==> src/sstf_disk_scheduler_macros.svh <==
// ----------------------------------------------------------------------------
// SSTF disk scheduler assertion macros
// Shared concurrent assertion forms, clocked on clk.
// ----------------------------------------------------------------------------
`ifndef SSTF_DISK_SCHEDULER_MACROS_SVH
`define SSTF_DISK_SCHEDULER_MACROS_SVH

// Checked only outside reset.
`define SSTF_ASSERT(label, prop, msg) \
  label: assert property (@(posedge clk) disable iff (rst) prop) else $error(msg);

// Checked at every edge, reset included.
`define SSTF_ASSERT_ALWAYS(label, prop, msg) \
  label: assert property (@(posedge clk) prop) else $error(msg);

`endif

==> src/sstf_pkg.sv <==
// ----------------------------------------------------------------------------
// SSTF scheduler package
// Sizes, register indexes, controller states and inter-module structs.
// ----------------------------------------------------------------------------
package sstf_pkg;

  localparam int MAX_REQUESTS = 16;
  localparam int CYL_BITS     = 16;

  localparam int IDX_W  = (MAX_REQUESTS > 1) ? $clog2(MAX_REQUESTS) : 1;
  localparam int CNT_W  = $clog2(MAX_REQUESTS + 1);

  localparam int REQ_W  = 16;
  localparam int HEAD_W = 16;
  localparam int STEP_W = 7;
  localparam int MOVE_W = 22;
  localparam int SUM_W  = ((CYL_BITS > MOVE_W) ? CYL_BITS : MOVE_W) + 1;

  localparam logic [MOVE_W-1:0] MOVE_MAX = {MOVE_W{1'b1}};

  localparam int TDATA_W = ((HEAD_W + STEP_W + MOVE_W + 7) / 8) * 8;
  localparam int PAD_W   = TDATA_W - HEAD_W - STEP_W - MOVE_W;

  localparam int PADDR_W = 3;
  localparam logic REG_START_HEAD = 1'b0;

  typedef enum logic [4:0] {
    ST_LOAD  = 5'b00001,
    ST_START = 5'b00010,
    ST_ISSUE = 5'b00100,
    ST_DRAIN = 5'b01000,
    ST_EMIT  = 5'b10000
  } state_t;

  // One entry of the scan stream, aligned with the registered RAM data.
  typedef struct packed {
    logic             clear;
    logic             valid;
    logic             served;
    logic [IDX_W-1:0] idx;
  } scan_ctl_t;

  // Best candidate found so far in the current scan.
  typedef struct packed {
    logic                found;
    logic [IDX_W-1:0]    idx;
    logic [CYL_BITS-1:0] cyl;
    logic [CYL_BITS-1:0] seek;
  } best_t;

endpackage

==> src/sstf_disk_scheduler.sv <==
// ----------------------------------------------------------------------------
// SSTF disk scheduler
// Batches cylinder requests and plays them back in shortest-seek-first order.
// ----------------------------------------------------------------------------
// Requests arrive on the s_ stream, one cylinder per item; the item with
// s_tlast high closes the batch. Up to MAX_REQUESTS requests are kept, and any
// further ones are dropped and reported through m_tuser on every result of
// that batch. start_head is to be written over the APB port only while the
// block is idle, by the user; the block itself does not enforce it. After the
// closing item the block emits the starting head (step 0) and then one item
// per stored request on the m_ stream, m_tlast marking the final one. Each
// step scans the request RAM one entry per cycle on its single read port,
// then passes a drain state for the registered read data and an emit state.
// No new request is taken until the schedule is finished. A stalled m_tready
// holds the output register and pauses the scan at the next emit. Synchronous
// reset clears the count, the served marks, the overflow flag and start_head;
// the RAM contents are not cleared.
// ----------------------------------------------------------------------------
`include "sstf_disk_scheduler_macros.svh"

module sstf_disk_scheduler (
  input  logic                           clk,
  input  logic                           rst,
  // s_tdata: request_cylinder[15:0]
  input  logic                           s_tvalid,
  output logic                           s_tready,
  input  logic [sstf_pkg::REQ_W-1:0]     s_tdata,
  input  logic                           s_tlast,
  // m_tdata: head_position[15:0], step_index[22:16], total_movement[44:23],
  // zero padding above
  output logic                           m_tvalid,
  input  logic                           m_tready,
  output logic [sstf_pkg::TDATA_W-1:0]   m_tdata,
  // m_tuser: overflow
  output logic                           m_tuser,
  output logic                           m_tlast,
  input  logic                           psel,
  input  logic                           penable,
  input  logic                           pwrite,
  input  logic [sstf_pkg::PADDR_W-1:0]   paddr,
  input  logic [31:0]                    pwdata,
  output logic [31:0]                    prdata,
  output logic                           pready
);
  import sstf_pkg::*;

  state_t              state;
  logic [HEAD_W-1:0]   start_head;
  logic [CNT_W-1:0]    count;
  logic                dropped;
  logic [MAX_REQUESTS-1:0] served;
  logic [CYL_BITS-1:0] head;
  logic [MOVE_W-1:0]   movement;
  logic [CNT_W-1:0]    step_cnt;
  logic [IDX_W-1:0]    scan_addr;
  logic                rd_valid;
  logic [IDX_W-1:0]    rd_idx;

  logic [HEAD_W-1:0]   out_head;
  logic [STEP_W-1:0]   out_step;
  logic [MOVE_W-1:0]   out_move;

  logic                in_fire;
  logic                full;
  logic                out_free;
  logic                start_fire;
  logic                emit_fire;
  logic                emit_last;
  logic                issue_end;
  logic [SUM_W-1:0]    sum;
  logic [MOVE_W-1:0]   sum_sat;
  logic [CYL_BITS-1:0] rd_data;
  scan_ctl_t           scan_ctl;
  best_t               best;

  // Configuration port: one register, no wait states.
  assign pready = 1'b1;
  assign prdata = (paddr[2] == REG_START_HEAD) ? 32'(start_head) : 32'd0;

  always_ff @(posedge clk) begin
    if (rst) begin
      start_head <= '0;
    end else if (psel && penable && pwrite && pready && (paddr[2] == REG_START_HEAD)) begin
      start_head <= pwdata[HEAD_W-1:0];
    end
  end

  assign s_tready   = (state == ST_LOAD);
  assign in_fire    = s_tvalid && s_tready;
  assign full       = (count == CNT_W'(MAX_REQUESTS));
  assign out_free   = !m_tvalid || m_tready;
  assign start_fire = (state == ST_START) && out_free;
  assign emit_fire  = (state == ST_EMIT) && out_free;
  assign emit_last  = (step_cnt == count);
  assign issue_end  = ((CNT_W'(scan_addr) + CNT_W'(1)) == count);

  // Saturating running total of head movement.
  always_comb begin
    sum     = SUM_W'(movement) + SUM_W'(best.seek);
    sum_sat = (sum > SUM_W'(MOVE_MAX)) ? MOVE_MAX : sum[MOVE_W-1:0];
  end

  sstf_req_ram #(
    .DEPTH (MAX_REQUESTS),
    .WIDTH (CYL_BITS),
    .ADDR_W(IDX_W)
  ) u_ram (
    .clk    (clk),
    .wr_en  (in_fire && !full),
    .wr_addr(count[IDX_W-1:0]),
    .wr_data(CYL_BITS'(s_tdata)),
    .rd_en  (state == ST_ISSUE),
    .rd_addr(scan_addr),
    .rd_data(rd_data)
  );

  // The served marks do not change during a scan, so the mark for the entry
  // coming out of the RAM can be looked up directly.
  always_comb begin
    scan_ctl.clear  = start_fire || (emit_fire && !emit_last);
    scan_ctl.valid  = rd_valid;
    scan_ctl.served = served[rd_idx];
    scan_ctl.idx    = rd_idx;
  end

  sstf_scan u_scan (
    .clk (clk),
    .rst (rst),
    .ctl (scan_ctl),
    .cyl (rd_data),
    .head(head),
    .best(best)
  );

  always_ff @(posedge clk) begin
    if (rst) begin
      rd_valid <= 1'b0;
    end else begin
      rd_valid <= (state == ST_ISSUE);
    end
  end

  always_ff @(posedge clk) begin
    rd_idx <= scan_addr;
  end

  // Sequencer.
  always_ff @(posedge clk) begin
    if (rst) begin
      state     <= ST_LOAD;
      count     <= '0;
      dropped   <= 1'b0;
      served    <= '0;
      head      <= '0;
      movement  <= '0;
      step_cnt  <= '0;
      scan_addr <= '0;
    end else begin
      unique case (state)
        ST_LOAD: begin
          if (in_fire) begin
            if (full) begin
              dropped <= 1'b1;
            end else begin
              count <= count + CNT_W'(1);
            end
            if (s_tlast) begin
              state <= ST_START;
            end
          end
        end
        ST_START: begin
          if (start_fire) begin
            head      <= CYL_BITS'(start_head);
            movement  <= '0;
            step_cnt  <= CNT_W'(1);
            scan_addr <= '0;
            if (count == '0) begin
              dropped <= 1'b0;
              state   <= ST_LOAD;
            end else begin
              state <= ST_ISSUE;
            end
          end
        end
        ST_ISSUE: begin
          scan_addr <= scan_addr + IDX_W'(1);
          if (issue_end) begin
            state <= ST_DRAIN;
          end
        end
        ST_DRAIN: begin
          state <= ST_EMIT;
        end
        ST_EMIT: begin
          if (emit_fire) begin
            head      <= best.cyl;
            movement  <= sum_sat;
            scan_addr <= '0;
            if (emit_last) begin
              served  <= '0;
              count   <= '0;
              dropped <= 1'b0;
              state   <= ST_LOAD;
            end else begin
              served[best.idx] <= 1'b1;
              step_cnt         <= step_cnt + CNT_W'(1);
              state            <= ST_ISSUE;
            end
          end
        end
        default: begin
          state <= ST_LOAD;
        end
      endcase
    end
  end

  // Output register.
  always_ff @(posedge clk) begin
    if (rst) begin
      m_tvalid <= 1'b0;
    end else if (start_fire || emit_fire) begin
      m_tvalid <= 1'b1;
    end else if (m_tready) begin
      m_tvalid <= 1'b0;
    end
  end

  always_ff @(posedge clk) begin
    if (start_fire) begin
      out_head <= HEAD_W'(CYL_BITS'(start_head));
      out_step <= '0;
      out_move <= '0;
      m_tuser  <= dropped;
      m_tlast  <= (count == '0);
    end else if (emit_fire) begin
      out_head <= HEAD_W'(best.cyl);
      out_step <= STEP_W'(step_cnt);
      out_move <= sum_sat;
      m_tuser  <= dropped;
      m_tlast  <= emit_last;
    end
  end

  assign m_tdata = {{PAD_W{1'b0}}, out_move, out_step, out_head};

  `SSTF_ASSERT(a_count_bound, (count <= CNT_W'(MAX_REQUESTS)), "request count above capacity")
  `SSTF_ASSERT(a_emit_unserved, (emit_fire |-> (best.found && !served[best.idx])), "emit picked a served request")
  `SSTF_ASSERT(a_batch_cleared, ((emit_fire && emit_last) |=> ((count == '0) && (served == '0) && !dropped)), "batch state not cleared")
  `SSTF_ASSERT(a_step_bound, ((state == ST_ISSUE) |-> ((step_cnt <= count) && (step_cnt != '0))), "step counter out of range")

endmodule

==> src/sstf_req_ram.sv <==
// ----------------------------------------------------------------------------
// SSTF request RAM
// Single write port, single read port, registered read data.
// ----------------------------------------------------------------------------
module sstf_req_ram #(
  parameter int DEPTH = 16,
  parameter int WIDTH = 16,
  parameter int ADDR_W = (DEPTH > 1) ? $clog2(DEPTH) : 1
) (
  input  logic              clk,
  input  logic              wr_en,
  input  logic [ADDR_W-1:0] wr_addr,
  input  logic [WIDTH-1:0]  wr_data,
  input  logic              rd_en,
  input  logic [ADDR_W-1:0] rd_addr,
  output logic [WIDTH-1:0]  rd_data
);

  logic [WIDTH-1:0] mem [DEPTH];

  always_ff @(posedge clk) begin
    if (wr_en) begin
      mem[wr_addr] <= wr_data;
    end
  end

  always_ff @(posedge clk) begin
    if (rd_en) begin
      rd_data <= mem[rd_addr];
    end
  end

endmodule

==> src/sstf_scan.sv <==
// ----------------------------------------------------------------------------
// SSTF nearest-request scan
// Compares one stored request per cycle against the head and keeps the best.
// ----------------------------------------------------------------------------
module sstf_scan (
  input  logic                         clk,
  input  logic                         rst,
  input  sstf_pkg::scan_ctl_t          ctl,
  input  logic [sstf_pkg::CYL_BITS-1:0] cyl,
  input  logic [sstf_pkg::CYL_BITS-1:0] head,
  output sstf_pkg::best_t              best
);
  import sstf_pkg::*;

  logic [CYL_BITS-1:0] seek;
  logic                better;

  always_comb begin
    seek   = (cyl >= head) ? (cyl - head) : (head - cyl);
    // Strict comparisons keep the lowest slot among identical candidates.
    better = !best.found || (seek < best.seek) ||
             ((seek == best.seek) && (cyl < best.cyl));
  end

  always_ff @(posedge clk) begin
    if (rst || ctl.clear) begin
      best.found <= 1'b0;
    end else if (ctl.valid && !ctl.served && better) begin
      best.found <= 1'b1;
    end
  end

  always_ff @(posedge clk) begin
    if (ctl.valid && !ctl.served && better) begin
      best.idx  <= ctl.idx;
      best.cyl  <= cyl;
      best.seek <= seek;
    end
  end

endmodule
==> config.mk <==
export PLATFORM = sky130hd
export DESIGN_NAME = sstf_disk_scheduler
export DESIGN_NICKNAME = d
export VERILOG_FILES = /design/src/sstf_pkg.sv /design/src/sstf_disk_scheduler.sv /design/src/sstf_req_ram.sv /design/src/sstf_scan.sv
export VERILOG_INCLUDE_DIRS = /design/src /design/src/src
export SDC_FILE = /design/constraint.sdc
export NUM_CORES = 1
export LEC_CHECK = 0
export BUFFER_PORTS_ARGS = -buffer_cell sky130_fd_sc_hd__buf_4
export CAP_MARGIN = 20
export CORE_ASPECT_RATIO = 1.1
export CORE_MARGIN = 2
export CORE_UTILIZATION = 50
export DETAILED_ROUTE_END_ITERATION = 8
export GPL_ROUTABILITY_DRIVEN = 0
export PLACE_DENSITY = 0.68
export SLEW_MARGIN = 20
export SYNTH_ARGS = -nofsm -noshare
export SYNTH_HDL_FRONTEND = slang
export SYNTH_HIERARCHICAL = 1
export SYNTH_SLANG_ARGS = --single-unit
==> constraint.sdc <==
create_clock -name clk -period 9.2 [get_ports clk]
set_clock_uncertainty 0.2 [all_clocks]
set_input_delay 1.38 -clock clk [delete_from_list [all_inputs] [get_ports clk]]
set_output_delay 1.38 -clock clk [all_outputs]
set_load 0.02 [all_outputs]
==> reports/results.ini, run 1 <==
[status]
status = completed

[die]
die_h_um = 217
fp-row-count = 77
die_area_um2 = 42800
dieWidth_um = 197
initial_utilization_pct = 51.0
coreArea_um2 = 40400
ios = 144

[logic_synthesis]
avgSynthCellArea_um2 = 13.0
yosys_warnings = 6
synth_fa_ha_area_share_pct = 5.27
synth_cell_types = 90
synthXorXnorAreaFrac_pct = 1.79
synth-seq-cells = 450
synth.top_cell.area_share_pct = 47.5
synth.area.top_cells = edfxtp_1, dfxtp_1, mux4_2
yosys.area_share.simple_pct = 9.85
synth-seq-area-share_pct = 59.6
synth_top_family_by_area = compound AO/OA/AOI/OAI gates
async_reset_ff_share_pct = 0
synth_edf_count = 326
synthCells = 1580
synth_area_um2 = 20600
synth_ff_type = edfxtp_1
yosysTopAreaCell = edfxtp_1
synthMuxAreaShare_pct = 8.97
synth-compound-area-share_pct = 10.3

[sta]
min_period_ns = 5.90
fin_tns_setup_ns = 0
hold_slack_ns = 0.239
slew_violations = 0
hold_viol = 0
relSlewSlack_pct = 26.8
tightest_slew_ns = 1.10
finalSetupViolations = 0
max_clock_freq_mhz = 169
finalCritPeriodShare_pct = 64.2
rsz0062_at_grt = no

[min_path]
worstHoldPathCells = 0
hold_class = flip-flop to flip-flop
holdCritStartpoint = dropped$_SDFFE_PP0P_
hold_path_end = m_tuser$_DFFE_PP_

[cells_and_area]
diodes = 0
drive_gt1_share_pct = 18.0
stdcell_area_um2 = 23300
layout.cells.most_common = edfxtp_1
layout_common_cells = edfxtp_1, nand2_1, buf_4
fin_util_pct = 57.6
num-nets-final = 1824
syn_to_final_growth_pct = 13.0

[detailed_routing]
first_pass_iters = 5
wl_per_cell_um = 20.8
vias = 12800
ant_nets = 0
drt_iter0_drc = 875
routed_via_density = 5.76
post-route-drc-count = 0
wirelength_mm = 46.4

[clock_network]
cts_tree = done
h-tree-depth = 2
path_clk_slew_ns = 0.06
cts_made_buffers = 46
worstSkewPairLatency_ns = 0.58
cts_resized = 0
holdBufCountCts = 0
cts_setup_buffers = 0
cts_root_buf = clkbuf_16
clock_path_buffers = 3
cts_sinks = 450

[setup_path]
reg2reg_slack_ns = 3.30
cp-start-kind = flip-flop
r2r_cells = 20
r2r-start = u_ram/rd_data[0]$_DFFE_PP_
cp.required_ns = 9.22
crit_path_end_kind = flip-flop
r2r_end = u_scan/best[35]$_DFFE_PP_
crit_arrival_ns = 5.92
crit_fanout = 28
critPathKind = flip-flop to flip-flop

[pwr]
seqPwrFrac_pct = 52.2
max-vdd-ir-drop_uv = 234
p_leak_nw = 8.61
p_switching_mw = 0.891
power_density_nw_per_um2 = 181
intPower_mw = 3.32
total_power_mw = 4.21
pwr-share-comb_pct = 3.3
pwr-share-clk_pct = 44.5
p_sw_share_pct = 21.2

[placement]
port_buffers = 103
placed_area_um2 = 21700
hpwl_mm = 29.7

[global_routing]
grt_first_pass_wirelength_mm = 71.7
grt_usage_pct = 21.9
overflow = 0
antenna_found_initial = 0
grt_max_degree = 68
grt_pass1_vias = 12800

[job]
cap_viol_max_count = 0

[registers in the layout (all words and copies together) (netlist names)]
register and cells:
step_cnt 5, state 5, count 5, served 16
out_step 5, rd_valid 1, m_tvalid 1, m_tlast 1
dropped 1, head 16, out_head 16, scan_addr 4
u_ram/rd_data 16, m_tuser 1, u_scan/best 37, start_head 16
movement 22, u_ram/mem 256, rd_idx 4, out_move 22
[logic make-up (layout without fill, tap and decap cells)]
logic type / count (synthesis) / in the layout
AOI/OAI and AO/OA: 311 / 311
xor gates and xnor gates: 42 / 42
adders and majority gates: 85 / 85
buffers and inverters: 170 / 287
DFF: 450 / 450
muxes: 94 / 94
other: 2 / 22
and+or+nand+nor: 426 / 426
[synthesized netlist by cell type, drive strengths merged (3+ instances only)]
cell,number
xnor2,19
a21oi,85
and2,3
a21o,24
a21boi,6
xor2,23
nor2b,30
nor3b,3
o31ai,4
and4,3
o221a,3
dfxtp,124
fa,3
nand3,19
nand2,169
nor3,17
a211oi,26
clkbuf,30
a22oi,33
and3,8
a31oi,14
nor2,112
mux2,4
o21ai,54
edfxtp,326
buf,64
nand2b,15
o2111ai,6
o21a,8
inv,75
mux4,69
or3,6
o21bai,3
mux2i,21
a22o,16
nand3b,4
o211ai,7
o32ai,3
ha,82
nand4,23
[layer usage]
metal	up-vias	share of wire, %	track usage, %
li1	6070	-	-
met1	6361	42	27.9
met2	339	50	37.9
met3	77	5.5	4.26
met4	0	2.4	6.42
met5	-	0	0
[worst max path at each step]
stage	cells after the start	startpoint	end	slack [ns]
6_report	20	u_ram/rd_data[0]$_DFFE_PP_	u_scan/best[35]$_DFFE_PP_	3.30
5_1_grt	20	u_ram/rd_data[0]$_DFFE_PP_	u_scan/best[35]$_DFFE_PP_	2.97
4_1_cts	17	u_ram/rd_data[8]$_DFFE_PP_	u_scan/best[35]$_DFFE_PP_	3.33
3_5_place_dp	17	u_ram/rd_data[8]$_DFFE_PP_	u_scan/best[27]$_DFFE_PP_	3.38
3_3_place_gp	20	u_ram/rd_data[0]$_DFFE_PP_	u_scan/best[27]$_DFFE_PP_	3.48
2_1_floorplan	20	u_ram/rd_data[0]$_DFFE_PP_	u_scan/best[0]$_DFFE_PP_	4.15
[layout make-up]
type                            count  area [µm²]
Inverter                           76         290
Multi-Input combinational cell    980        7570
Fill cell                        3246       17100
Sequential cell                   450       12300
Clock buffer                       55        1240
Clock inverter                     30         308
Tap cell                          513         642
Timing Repair Buffer              126         946
[critical path: stages (launching register included)]
cell	delay [ns]
edfxtp_1	0.46
inv_1	0.09
ha_1	0.18
inv_1	0.06
fa_1	0.38
a21o_1	0.23
a2111oi_4	0.35
o31ai_1	0.15
a211o_1	0.63
a211oi_1	0.45
nor2_1	0.11
xor2_1	0.26
ha_1	0.31
a21oi_1	0.16
o21ai_0	0.11
a21o_1	0.18
a211oi_1	0.23
nor2_1	0.07
o22ai_1	0.13
a41o_1	0.36
buf_4	0.45
[power by group through the flow]
stage	Combinational (mW)	Clock (mW)	Sequential, mW
2_1_floorplan	0.0873	0	2.24
4_1_cts	0.139	1.92	2.20
3_3_place_gp	0.135	0	2.24
5_1_grt	0.152	1.99	2.20
6_report	0.139	1.87	2.20
3_5_place_dp	0.139	0	2.24
[through the flow]
| stage | std cells | setup slack, ns |
|---|---|---|
| 3_5_place_dp | 2145 | 3.38 |
| 4_1_cts | 2230 | 3.33 |
| 6_report | 2230 | 3.30 |
| 5_1_grt | 2230 | 2.97 |
| 3_3_place_gp | 2145 | 3.48 |
| 2_1_floorplan | 1600 | 4.15 |
Note: power is estimated with default switching activity, not from simulation.
==> inputs of run 2 (changes only) <==
--- a/config.mk
+++ b/config.mk
@@ -6,6 +6,7 @@
 export SDC_FILE = /design/constraint.sdc
 export NUM_CORES = 1
 export LEC_CHECK = 0
+export ABC_AREA = 1
 export BUFFER_PORTS_ARGS = -buffer_cell sky130_fd_sc_hd__buf_4
 export CAP_MARGIN = 20
 export CORE_ASPECT_RATIO = 1.1
@@ -13,7 +14,7 @@
 export CORE_UTILIZATION = 50
 export DETAILED_ROUTE_END_ITERATION = 8
 export GPL_ROUTABILITY_DRIVEN = 0
-export PLACE_DENSITY = 0.68
+export PLACE_DENSITY = 0.7
 export SLEW_MARGIN = 20
 export SYNTH_ARGS = -nofsm -noshare
 export SYNTH_HDL_FRONTEND = slang
==> constraint.sdc (replaced) <==
create_clock -name clk -period 5.4 [get_ports clk]
set_clock_uncertainty 0.2 [all_clocks]
set_input_delay 0.81 -clock clk [delete_from_list [all_inputs] [get_ports clk]]
set_output_delay 0.81 -clock clk [all_outputs]
set_load 0.02 [all_outputs]
==> run 2 against run 1 <==
Against the previous run: global-route usage is 1.0 points higher; count of clock-buffer cells in the layout is 5 higher; setup slack worse by 2.6 ns; largest power group unchanged; first-iteration DRC count is 48% higher; die area is 12% higher; utilization is 1.2 points lower; largest cell class unchanged; sequential share of layout area is 5.1 points lower; final cell count is 56% higher; critical endpoint is now u_scan/best[4]$_DFFE_PP_.
==> reports/results.ini, run 2 <==
[logic_synthesis]
synth.area.top_cells = edfxtp_1, nand2_1, dfxtp_1
yosys_warnings = 6  ; unchanged
synth_ff_type = edfxtp_1
synthTopCellsByCount = nand2_1, inv_1, edfxtp_1
yosysMostFrequentCell = nand2_1
synth_area_um2 = 23200  ; +13%
avgSynthCellArea_um2 = 8.39  ; -36%
synth_cell_types = 49  ; -46%
synth-seq-area-share_pct = 52.9  ; -6.7 points
synth-seq-cells = 450  ; unchanged
synthCells = 2763  ; +75%
yosysTopAreaCell = edfxtp_1
synth.top_cell.area_share_pct = 42.2  ; -5.3 points
synth_edf_count = 326  ; unchanged
async_reset_ff_share_pct = 0  ; unchanged

[cells_and_area]
fin_util_pct = 56.4  ; -1.2 points
diodes = 0  ; unchanged
largest_reg_flops = 256  ; unchanged
reg_top3 = u_ram/mem x256, u_scan/best x37
drive_gt1_share_pct = 8.56  ; -9.4 points
syn_to_final_growth_pct = 11.1
layout.cells.most_common = nand2_1
layout_common_cells = nand2_1, inv_1, edfxtp_1
top_register = u_ram/mem
num-nets-final = 2991  ; +64%

[sta]
max_clock_freq_mhz = 213  ; +26%
slew_violations = 0  ; unchanged
hold_slack_ns = 0.251  ; +0.0121 ns
finalCritPeriodShare_pct = 87.0  ; +23 points
hold_viol = 0  ; unchanged
tightest_slew_ns = 0.965  ; -0.131 ns
setup_ws_ns = 0.703  ; -2.59 ns
fin_tns_setup_ns = 0  ; unchanged
finalSetupViolations = 0  ; unchanged
relSlewSlack_pct = 35.6  ; +8.8 points
rsz0062_at_grt = no
min_period_ns = 4.70  ; -1.21 ns

[pwr]
power_density_nw_per_um2 = 301  ; +66%
seqPwrFrac_pct = 50.0  ; -2.2 points
p_leak_nw = 11.7  ; +36%
pwr-share-comb_pct = 10.1  ; +6.8 points
pwr-share-clk_pct = 39.9  ; -4.6 points
p_switching_mw = 1.92  ; +120%
max-vdd-ir-drop_uv = 311  ; +33%
p_sw_share_pct = 24.8  ; +3.6 points
intPower_mw = 5.82  ; +75%

[detailed_routing]
vias = 17900  ; +39%
routed_via_density = 5.15  ; -11%
ant_nets = 0  ; unchanged
post-route-drc-count = 0  ; unchanged
drt_iter0_drc = 1295  ; +48%
wl_per_cell_um = 15.9  ; -23%
first_pass_iters = 9  ; +4
wirelength_mm = 55.3  ; +19%

[placement]
hpwl_mm = 36.1  ; +22%
port_buffers = 103  ; unchanged
preCtsSetupSlack_ns = 0.755  ; -2.63 ns

[die]
fp-row-count = 82  ; +6.5%
initial_utilization_pct = 50.8  ; -0.24 points
dieWidth_um = 209  ; +6.0%
ios = 144  ; unchanged
coreArea_um2 = 45700  ; +13%
die_h_um = 230  ; +6.0%
die_area_um2 = 48100  ; +12%

[setup_path]
crit_path_frequent_cell = nand2_1
critPathTopFamily = simple AND/OR/NAND/NOR gates
crit_path_end_kind = flip-flop
cp-start-kind = flip-flop
critPathLaunch = u_ram/rd_data[0]$_DFFE_PP_
crit_fanout = 32  ; +14%
r2r-start = u_ram/rd_data[0]$_DFFE_PP_
slowest_stage = fa_1
path_cells = inv_1, ha_1, inv_1, fa_1, nand3_1, nand3_2, nand2_1, nand3_2, a21oi_4, nand2_1, nand2_1, inv_1, ha_1, nand2_1, nor2_1, nand2_1, nor2_1, nand2_1, nor3_1, nand2_1, a21oi_4, buf_4
critPathKind = flip-flop to flip-flop
crit_arrival_ns = 4.73  ; -1.19 ns
slowest_delay_ns = 0.47  ; -0.16 ns
path_buf_inv = 4  ; +1
cp.required_ns = 5.44  ; -3.78 ns

[global_routing]
overflow = 0  ; unchanged
grt_usage_pct = 22.9  ; +1.0 points
grt_first_pass_wirelength_mm = 87.2  ; +22%
antenna_found_initial = 0  ; unchanged
grt_pass1_vias = 17100  ; +34%
grt_max_degree = 91  ; +34%

[clock_network]
cts_resized = 0  ; unchanged
clock_path_buffers = 3  ; unchanged
h-tree-depth = 2  ; unchanged
cts_root_buf = clkbuf_16
holdBufCountCts = 0  ; unchanged
cts_tree = done
cts_made_buffers = 47  ; +2.2%
cts_sinks = 450  ; unchanged
path_clk_slew_ns = 0.06  ; about the same
worstSkewPairLatency_ns = 0.61  ; +0.03 ns
cts_setup_buffers = 0  ; unchanged

[job]
cap_viol_max_count = 0  ; unchanged

[status]
status = completed

[min_path]
holdCritStartpoint = out_move[9]$_SDFFE_PP0P_
hold_class = flip-flop to flip-flop

==> run 2: cell types whose count changed in the layout (fill, tap and decap cells not counted), moves of 28 or more <==
cell,before,now
a22oi_1,33,0
nor2b_1,28,0
nand2_1,168,905
a21oi_1,84,127
inv_1,74,469
mux4_2,59,0
nand3_1,18,268
==> run 2: power groups by stage <==
stage               sequential, mW  clock (mW)  combinational [mW]
floorplan                     3.95           0               0.520
global placement              3.94           0               0.762
detailed placement            3.94           0               0.777
CTS                           3.87        3.15               0.781
global route                  3.88        3.27               0.880
finish                        3.87        3.09               0.783
==> run 2: per-stage QoR <==
step	power [mW]	instances	area, µm²
6_report	7.74	3472	25800
5_1_grt	8.03	3472	25800
4_1_cts	7.80	3472	25800
3_5_place_dp	4.72	3386	24300
3_3_place_gp	4.70	3386	24300
2_1_floorplan	4.47	2783	23300
==> run 2: cell families (layout without fill, tap and decap cells) <==
kind of cell / after synthesis / after routing / share of synthesized area (%)
simple gates: 1379 / 1379 / 25.2
other cells: 2 / 22 / 0.0324
xor+xnor: 30 / 30 / 1.13
flops: 450 / 450 / 52.9
buf+inv: 595 / 696 / 10.8
fa+ha+maj: 85 / 85 / 4.69
compound gates: 222 / 222 / 5.18
==> run 2: worst min-delay path: cells and delay by family (launching register included) <==
| family | cells | cell delay (ns) |
|---|---|---|
| DFF | 1 | 0.30 |
| and+or+nand+nor | 2 | 0.10 |
==> run 2: path summary, 6_finish.rpt <==
path | endpoint | slack [ns] | cells after the start
worst max-delay path | u_scan/best[4]$_DFFE_PP_ | 0.70 | 22
worst min-delay path | out_move[9]$_SDFFE_PP0P_ | 0.25 | 2
worst max register to register | u_scan/best[4]$_DFFE_PP_ | 0.70 | 22
worst min register to register | out_move[9]$_SDFFE_PP0P_ | 0.25 | 2
==> run 2: per-layer routing <==
metal | up-vias | part of all wire (%) | track usage, %
met3 | 143 | 5.7 | 2.95
met1 | 8250 | 40 | 27.3
li1 | 8926 | - | -
met5 | - | 0 | 0
met4 | 0 | 4.2 | 10.5
met2 | 558 | 50 | 41.1
==> run 2: layout make-up <==
type,instances,area (µm²)
fill,3974,19900
timing repair buffer,129,968
clock buffer,60,1270
inverter,481,1810
tap,588,736
multi-input combinational,1738,8490
sequential,450,12300
clock inverter,26,206
